## src/design/gs3_pkg.sv

```systemverilog
// ----------------------------------------------------------------------------
// gs3_pkg
// Types, widths, stage latencies and rounding helpers shared by the 3x3
// Gram-Schmidt orthonormalization pipeline.
// ----------------------------------------------------------------------------
package gs3_pkg;

    // Input entries are signed Q3.28. The binary point has no effect on the
    // result, because every column is normalized to unit length.
    localparam int DATA_WIDTH = 32;
    localparam int MAG_W      = 32;          // prescaled magnitude, at most 2^31
    localparam int M_W        = MAG_W + 1;   // prescaled signed element
    localparam int W_W        = 36;          // column after projection removal
    localparam int Q_W        = 32;          // unit vector element, Q1.30
    localparam int D_W        = 36;          // rounded dot product
    localparam int SUM_W      = 2 * MAG_W;   // sum of squares
    localparam int ROOT_W     = SUM_W / 2;
    localparam int QB_W       = 31;          // quotient bits of one division
    localparam int NUM_W      = MAG_W + 31;  // dividend width
    localparam int POS_W      = 6;           // bit position within W_W

    localparam int NORM_LAT = 4;
    localparam int SQRT_LAT = ROOT_W;
    localparam int DIV_LAT  = QB_W;
    localparam int UNIT_LAT = NORM_LAT + 2 + SQRT_LAT + 1 + DIV_LAT + 1;
    localparam int PROJ_LAT = 4;

    typedef logic signed [W_W-1:0] wide_t;
    typedef logic [MAG_W-1:0]      mag_t;
    typedef logic signed [M_W-1:0] mval_t;
    typedef logic signed [Q_W-1:0] q_t;

    typedef struct packed {
        logic signed [DATA_WIDTH-1:0] in_r0c0;
        logic signed [DATA_WIDTH-1:0] in_r1c0;
        logic signed [DATA_WIDTH-1:0] in_r2c0;
        logic signed [DATA_WIDTH-1:0] in_r0c1;
        logic signed [DATA_WIDTH-1:0] in_r1c1;
        logic signed [DATA_WIDTH-1:0] in_r2c1;
        logic signed [DATA_WIDTH-1:0] in_r0c2;
        logic signed [DATA_WIDTH-1:0] in_r1c2;
        logic signed [DATA_WIDTH-1:0] in_r2c2;
    } gs_in_t;

    typedef struct packed {
        logic signed [Q_W-1:0] out_r0c0;
        logic signed [Q_W-1:0] out_r1c0;
        logic signed [Q_W-1:0] out_r2c0;
        logic signed [Q_W-1:0] out_r0c1;
        logic signed [Q_W-1:0] out_r1c1;
        logic signed [Q_W-1:0] out_r2c1;
        logic signed [Q_W-1:0] out_r0c2;
        logic signed [Q_W-1:0] out_r1c2;
        logic signed [Q_W-1:0] out_r2c2;
        logic                  degenerate;
    } gs_out_t;

    // Divide by 2^30, rounding to nearest with halves away from zero.
    function automatic logic signed [39:0] rnd30(input logic signed [67:0] x);
        logic [67:0] mag;
        logic [67:0] biased;
        logic signed [39:0] res;
        mag    = x[67] ? 68'(-x) : 68'(x);
        biased = mag + (68'd1 << 29);
        res    = $signed({2'b00, biased[67:30]});
        return x[67] ? -res : res;
    endfunction

    function automatic mval_t to_signed(input mag_t mag, input logic neg);
        mval_t s;
        s = $signed({1'b0, mag});
        return neg ? -s : s;
    endfunction

endpackage

```

## src/design/gs3_norm.sv

```systemverilog
// ----------------------------------------------------------------------------
// gs3_norm
// Prescales a three-element vector by a power of two so that its largest
// magnitude lands in [2^30, 2^31]. Right shifts truncate the magnitudes.
// ----------------------------------------------------------------------------
module gs3_norm (
    input  logic                aclk,
    input  logic                en,
    input  gs3_pkg::wide_t      v_i   [3],
    output gs3_pkg::mag_t       mag_o [3],
    output logic [2:0]          neg_o,
    output logic                nz_o
);

    localparam int W = gs3_pkg::W_W;
    localparam int PW = gs3_pkg::POS_W;

    logic [W-1:0]  a_mag_reg [3];
    logic [2:0]    a_neg_reg;
    logic [W-1:0]  a_max_reg;
    logic [W-1:0]  a_mag_next [3];
    logic [W-1:0]  a_max_next;

    logic [W-1:0]  b_mag_reg [3];
    logic [2:0]    b_neg_reg;
    logic [W-1:0]  b_max_reg;
    logic [PW-1:0] b_pos_reg;
    logic          b_nz_reg;
    logic [PW-1:0] b_pos_next;

    logic [W-1:0]  c_mag_reg [3];
    logic [2:0]    c_neg_reg;
    logic          c_nz_reg;
    logic [4:0]    c_left_reg;
    logic [2:0]    c_right_reg;
    logic [4:0]    c_left_next;
    logic [2:0]    c_right_next;

    gs3_pkg::mag_t d_mag_reg [3];
    logic [2:0]    d_neg_reg;
    logic          d_nz_reg;

    // Lanes take magnitudes; the merge keeps the largest.
    always_comb begin
        logic [W-1:0] m01;
        for (int i = 0; i < 3; i++) begin
            a_mag_next[i] = v_i[i][W-1] ? W'(-v_i[i]) : W'(v_i[i]);
        end
        m01 = (a_mag_next[0] > a_mag_next[1]) ? a_mag_next[0] : a_mag_next[1];
        a_max_next = (m01 > a_mag_next[2]) ? m01 : a_mag_next[2];
    end

    always_comb begin
        b_pos_next = '0;
        for (int i = 0; i < W; i++) begin
            if (a_max_reg[i]) begin
                b_pos_next = PW'(i);
            end
        end
    end

    // Above bit 30 the shift puts the top bit at 31 only if that gives
    // exactly 2^31; otherwise it goes one further, down to bit 30.
    always_comb begin
        logic [PW-1:0] k;
        logic [W-1:0]  top;
        k            = b_pos_reg - PW'(31);
        top          = b_max_reg >> k;
        c_left_next  = '0;
        c_right_next = '0;
        if (b_pos_reg < PW'(30)) begin
            c_left_next = 5'(PW'(30) - b_pos_reg);
        end else if (b_pos_reg > PW'(30)) begin
            if (top == (W'(1) << 31)) begin
                c_right_next = 3'(k);
            end else begin
                c_right_next = 3'(k + PW'(1));
            end
        end
    end

    always_ff @(posedge aclk) begin
        if (en) begin
            a_mag_reg <= a_mag_next;
            a_neg_reg <= {v_i[2][W-1], v_i[1][W-1], v_i[0][W-1]};
            a_max_reg <= a_max_next;

            b_mag_reg <= a_mag_reg;
            b_neg_reg <= a_neg_reg;
            b_max_reg <= a_max_reg;
            b_pos_reg <= b_pos_next;
            b_nz_reg  <= |a_max_reg;

            c_mag_reg   <= b_mag_reg;
            c_neg_reg   <= b_neg_reg;
            c_nz_reg    <= b_nz_reg;
            c_left_reg  <= c_left_next;
            c_right_reg <= c_right_next;

            for (int i = 0; i < 3; i++) begin
                d_mag_reg[i] <= gs3_pkg::MAG_W'((c_mag_reg[i] << c_left_reg) >> c_right_reg);
            end
            d_neg_reg <= c_neg_reg;
            d_nz_reg  <= c_nz_reg;
        end
    end

    assign mag_o = d_mag_reg;
    assign neg_o = d_neg_reg;
    assign nz_o  = d_nz_reg;

endmodule

```

## config.mk

```make
export PLATFORM = sky130hd
export DESIGN_NAME = gs3_norm
export DESIGN_NICKNAME = d
export VERILOG_FILES = /design/src/design/gs3_pkg.sv /design/src/design/gs3_norm.sv
export SDC_FILE = /design/constraint.sdc
export NUM_CORES = 1
export LEC_CHECK = 0
export ABC_AREA = 1
export BUFFER_PORTS_ARGS = -buffer_cell sky130_fd_sc_hd__buf_2
export CORE_UTILIZATION = 38
export CTS_BUF_LIST = sky130_fd_sc_hd__clkbuf_2 sky130_fd_sc_hd__clkbuf_4 sky130_fd_sc_hd__clkbuf_8
export CTS_CLUSTER_SIZE = 40
export DETAILED_ROUTE_END_ITERATION = 8
export PLACE_DENSITY = 0.64
export SYNTH_ARGS = -nofsm -noshare
export SYNTH_HDL_FRONTEND = slang
export SYNTH_SLANG_ARGS = --single-unit
```

## constraint.sdc

```tcl
create_clock -name aclk -period 9.34 [get_ports aclk]
set_input_delay 1.401 -clock aclk [delete_from_list [all_inputs] [get_ports aclk]]
set_output_delay 1.401 -clock aclk [all_outputs]
set_load 0.1 [all_outputs]
```

==> flow_metrics.env <==
export IMPL_grt_max_degree=163
export IMPL_synthFlopType="edfxtp_1"
export IMPL_rr_endpoint="c_right_reg[1]"
export IMPL_setup_viol=0
export IMPL_synth_top_family_by_area="simple AND/OR/NAND/NOR gates"
export IMPL_synth_compound_area_share_pct=13.5
export IMPL_hold_violations=0
export IMPL_syn_mean_instance_area_um2=8.38
export IMPL_start_util_pct=38.5
export IMPL_critPathLaunchType="input pin"
export IMPL_tightest_slew_ns=1.03
export IMPL_finalMaxSlewViolations=0
export IMPL_fin_hold_ws_ns=0.394
export IMPL_via_count=25100
export IMPL_crit_path_max_incr_delay_ns=0.55
export IMPL_cp_required_ns=9.76
export IMPL_cts_hold_repair_buffers=0
export IMPL_p_per_area_mw_per_mm2=240
export IMPL_gr_total_overflow=0
export IMPL_port_buffers=209
export IMPL_finalInstanceArea_mm2=0.0347
export IMPL_die_w_um=288
export IMPL_io_pins=210
export IMPL_numCtsBuffers=88
export IMPL_die_h_um=288
export IMPL_setup_tns_ns=0
export IMPL_cts_resized=0
export IMPL_syn_area_mm2=0.0311
export IMPL_synth_edf_count=521
export IMPL_fp_row_count=104
export IMPL_status="complete, no violations"
export IMPL_worstHoldStart="a_mag_reg[2]"
export IMPL_drive_gt1_share_pct=10.9
export IMPL_fin_crit_ns=7.75
export IMPL_r2r_start="b_pos_reg[0]"
export IMPL_drc=0
export IMPL_maxCapViolations=0
export IMPL_vias_per_cell=5.07
export IMPL_period_share_pct=83.0
export IMPL_synthXorXnorAreaFrac_pct=2.84
export IMPL_rsz0062_at_grt="false"
export IMPL_hold_depth=0
export IMPL_clockRootBuffer="clkbuf_8"
export IMPL_grt_antenna_before_repair=3
export IMPL_arrival_ns=8.17
export IMPL_core_mm2=0.0807
export IMPL_cts_htree_levels=3
export IMPL_crit_path_end_kind="flop"
export IMPL_grt_total_usage_pct=20.2
export IMPL_dr_pass1_iters=8
export IMPL_async_flop_share_pct=0
export IMPL_cts_tree="done"
export IMPL_cp_slowest_cell="nand2_4"
export IMPL_postRouteAntennaNets=0
export IMPL_reg2regPathDepth=18
export IMPL_critPathMaxFanout=68
export IMPL_grt_pass1_vias=22800
export IMPL_syn_inst=3706
export IMPL_muxShareOfSynthArea_pct=2.38
export IMPL_wl_um=83800
export IMPL_place_congestion=0.927
export IMPL_rrSetupSlack_ns=3.85
export IMPL_cts_sinks=521
export IMPL_ir_drop_uv=122
export IMPL_synthSimpleGateAreaFrac_pct=20.9
export IMPL_synth_ff_latch_count=521
export IMPL_syn_nets=3892
export IMPL_crit_top_cell="nand2_1"
export IMPL_initialDrtViolationCount=2345
export IMPL_detail_route_wl_per_cell_um=16.9
export IMPL_yosys_warnings=0
export IMPL_fin_skew_ns=0.0489
export IMPL_ctsLongestPathBuffers=3
export IMPL_fmax_mhz=129
export IMPL_synth_seq_area_share_pct=50.4
export IMPL_synthAdderAreaFrac_pct=3.06
export IMPL_relSlewSlack_pct=31.0
export IMPL_min_to="b_mag_reg[2]"
export IMPL_placed_area_mm2=0.0329
export IMPL_die_area_mm2=0.0829
export IMPL_grt_pass1_wl_um=130000
export IMPL_hp_class="reg -> reg"
export IMPL_nets=4009
export IMPL_clk_latency_ns=0.72
export IMPL_cts_setup_buffers=0
export IMPL_ys_types=57
export IMPL_syn2layout_area_growth_pct=11.6
export IMPL_path_class="in -> reg"
export IMPL_path_clk_slew_ns=0.06
export IMPL_leakagePower_nw=14.7
export IMPL_dpl_hpwl_um=64000
==> power by group <==
part           switching, mW  internal, mW
clock network          0.963          1.14
logic                   2.33         0.736
registers              0.154          3.02
==> worst max-delay path: cells and delay by family <==
kind                     cells  cell delay, ns
XOR/XNOR                     1            0.42
buffers and inverters        7            0.86
AND/OR/NAND/NOR             22            3.54
adder cells (fa/ha/maj)      2            0.67
AO/OA/AOI/OAI                7            1.22
==> layout by cell type (no fill, tap or decap), types with 16 or more instances in the layout <==
master,instances
buf_4,27
a211oi_1,16
xnor2_1,16
buf_2,208
nor2_1,212
a31oi_1,30
inv_1,341
edfxtp_1,521
xor2_1,83
nand2_1,1102
clkbuf_4,17
nand3_1,162
o21ai_0,512
o21ai_1,50
or2_2,19
clkbuf_8,89
nor3_1,31
nand4_1,31
mux2i_1,74
o211ai_1,22
a21oi_1,91
ha_1,76
clkinv_1,23
==> logic make-up (layout without fill, tap and decap cells) <==
group,count (synthesis),in the layout
and+or+nand+nor,1595,1595
AOI/OAI and AO/OA,777,777
buffers and inverters,563,746
DFF,521,521
xor gates and xnor gates,100,100
adders and majority gates,76,76
muxes,74,74
other,0,2
==> metal layers <==
layer | GRT usage, % | wire (um) | up-vias
li1 | - | - | 12800
met1 | 30.9 | 42600 | 11500
met2 | 29.5 | 34800 | 731
met3 | 2.91 | 4450 | 111
met4 | 5.46 | 1910 | 0
met5 | 0 | 0 | -
==> cell usage after synthesis, types with 3 or more instances <==
cell type	n	area share, %
o2111ai_1	3	0.085
a21oi_1	91	1.5
inv_1	343	4.1
xor2_1	83	2.3
a211oi_1	16	0.39
o311ai_0	7	0.20
nand3_1	162	2.6
ha_1	76	3.1
nand3b_1	3	0.072
xnor2_1	16	0.45
nand2_2	3	0.060
nor3_1	31	0.50
nor4_1	13	0.26
buf_6	3	0.11
clkbuf_1	166	2.0
o21ai_1	50	0.81
mux2i_1	74	2.4
buf_2	9	0.14
nor2_2	3	0.060
o221ai_1	8	0.23
a31oi_1	30	0.60
o21ai_0	512	8.2
o22ai_1	7	0.14
o21ai_2	5	0.14
nor3_2	3	0.097
nor2_1	212	2.6
nand4_1	31	0.62
or2_2	19	0.38
o211ai_1	22	0.53
clkinv_1	7	0.085
edfxtp_1	521	50
nand2_1	1102	13
a22oi_1	5	0.12
buf_1	31	0.37
o31ai_1	9	0.22
==> per-stage QoR <==
step	instances	utilization [%]	setup slack [ns]	power, mW
final	4951	43.0	1.59	8.34
after detailed placement	4793	40.7	0.940	6.27
after global routing	4950	43.0	0.709	8.85
after floorplan	3706	-	2.26	5.51
after CTS	4949	43.0	1.68	8.40
after global placement	4793	40.7	1.00	6.25
==> worst max-delay path by stage <==
stage	to	slack (ns)	cells past startpoint	start
final	a_max_reg[7]	1.59	39	v_i[74]
after global routing	a_max_reg[7]	0.71	43	v_i[36]
after CTS	a_max_reg[7]	1.68	43	v_i[36]
after detailed placement	a_max_reg[12]	0.94	43	v_i[36]
after global placement	a_max_reg[7]	1.00	43	v_i[36]
after floorplan	a_max_reg[11]	2.26	38	v_i[72]
==> area by class of cell <==
type / instances / area (um2)
clock inverter: 50 / 452
clock buffer: 106 / 1350
timing repair buffer: 238 / 1300
sequential: 521 / 15600
inverter: 352 / 1320
fill: 8162 / 46000
multi-input combinational: 2622 / 13300
tap: 1060 / 1330
antenna: 2 / 5.00
Note: power is estimated with default switching activity, not from simulation.
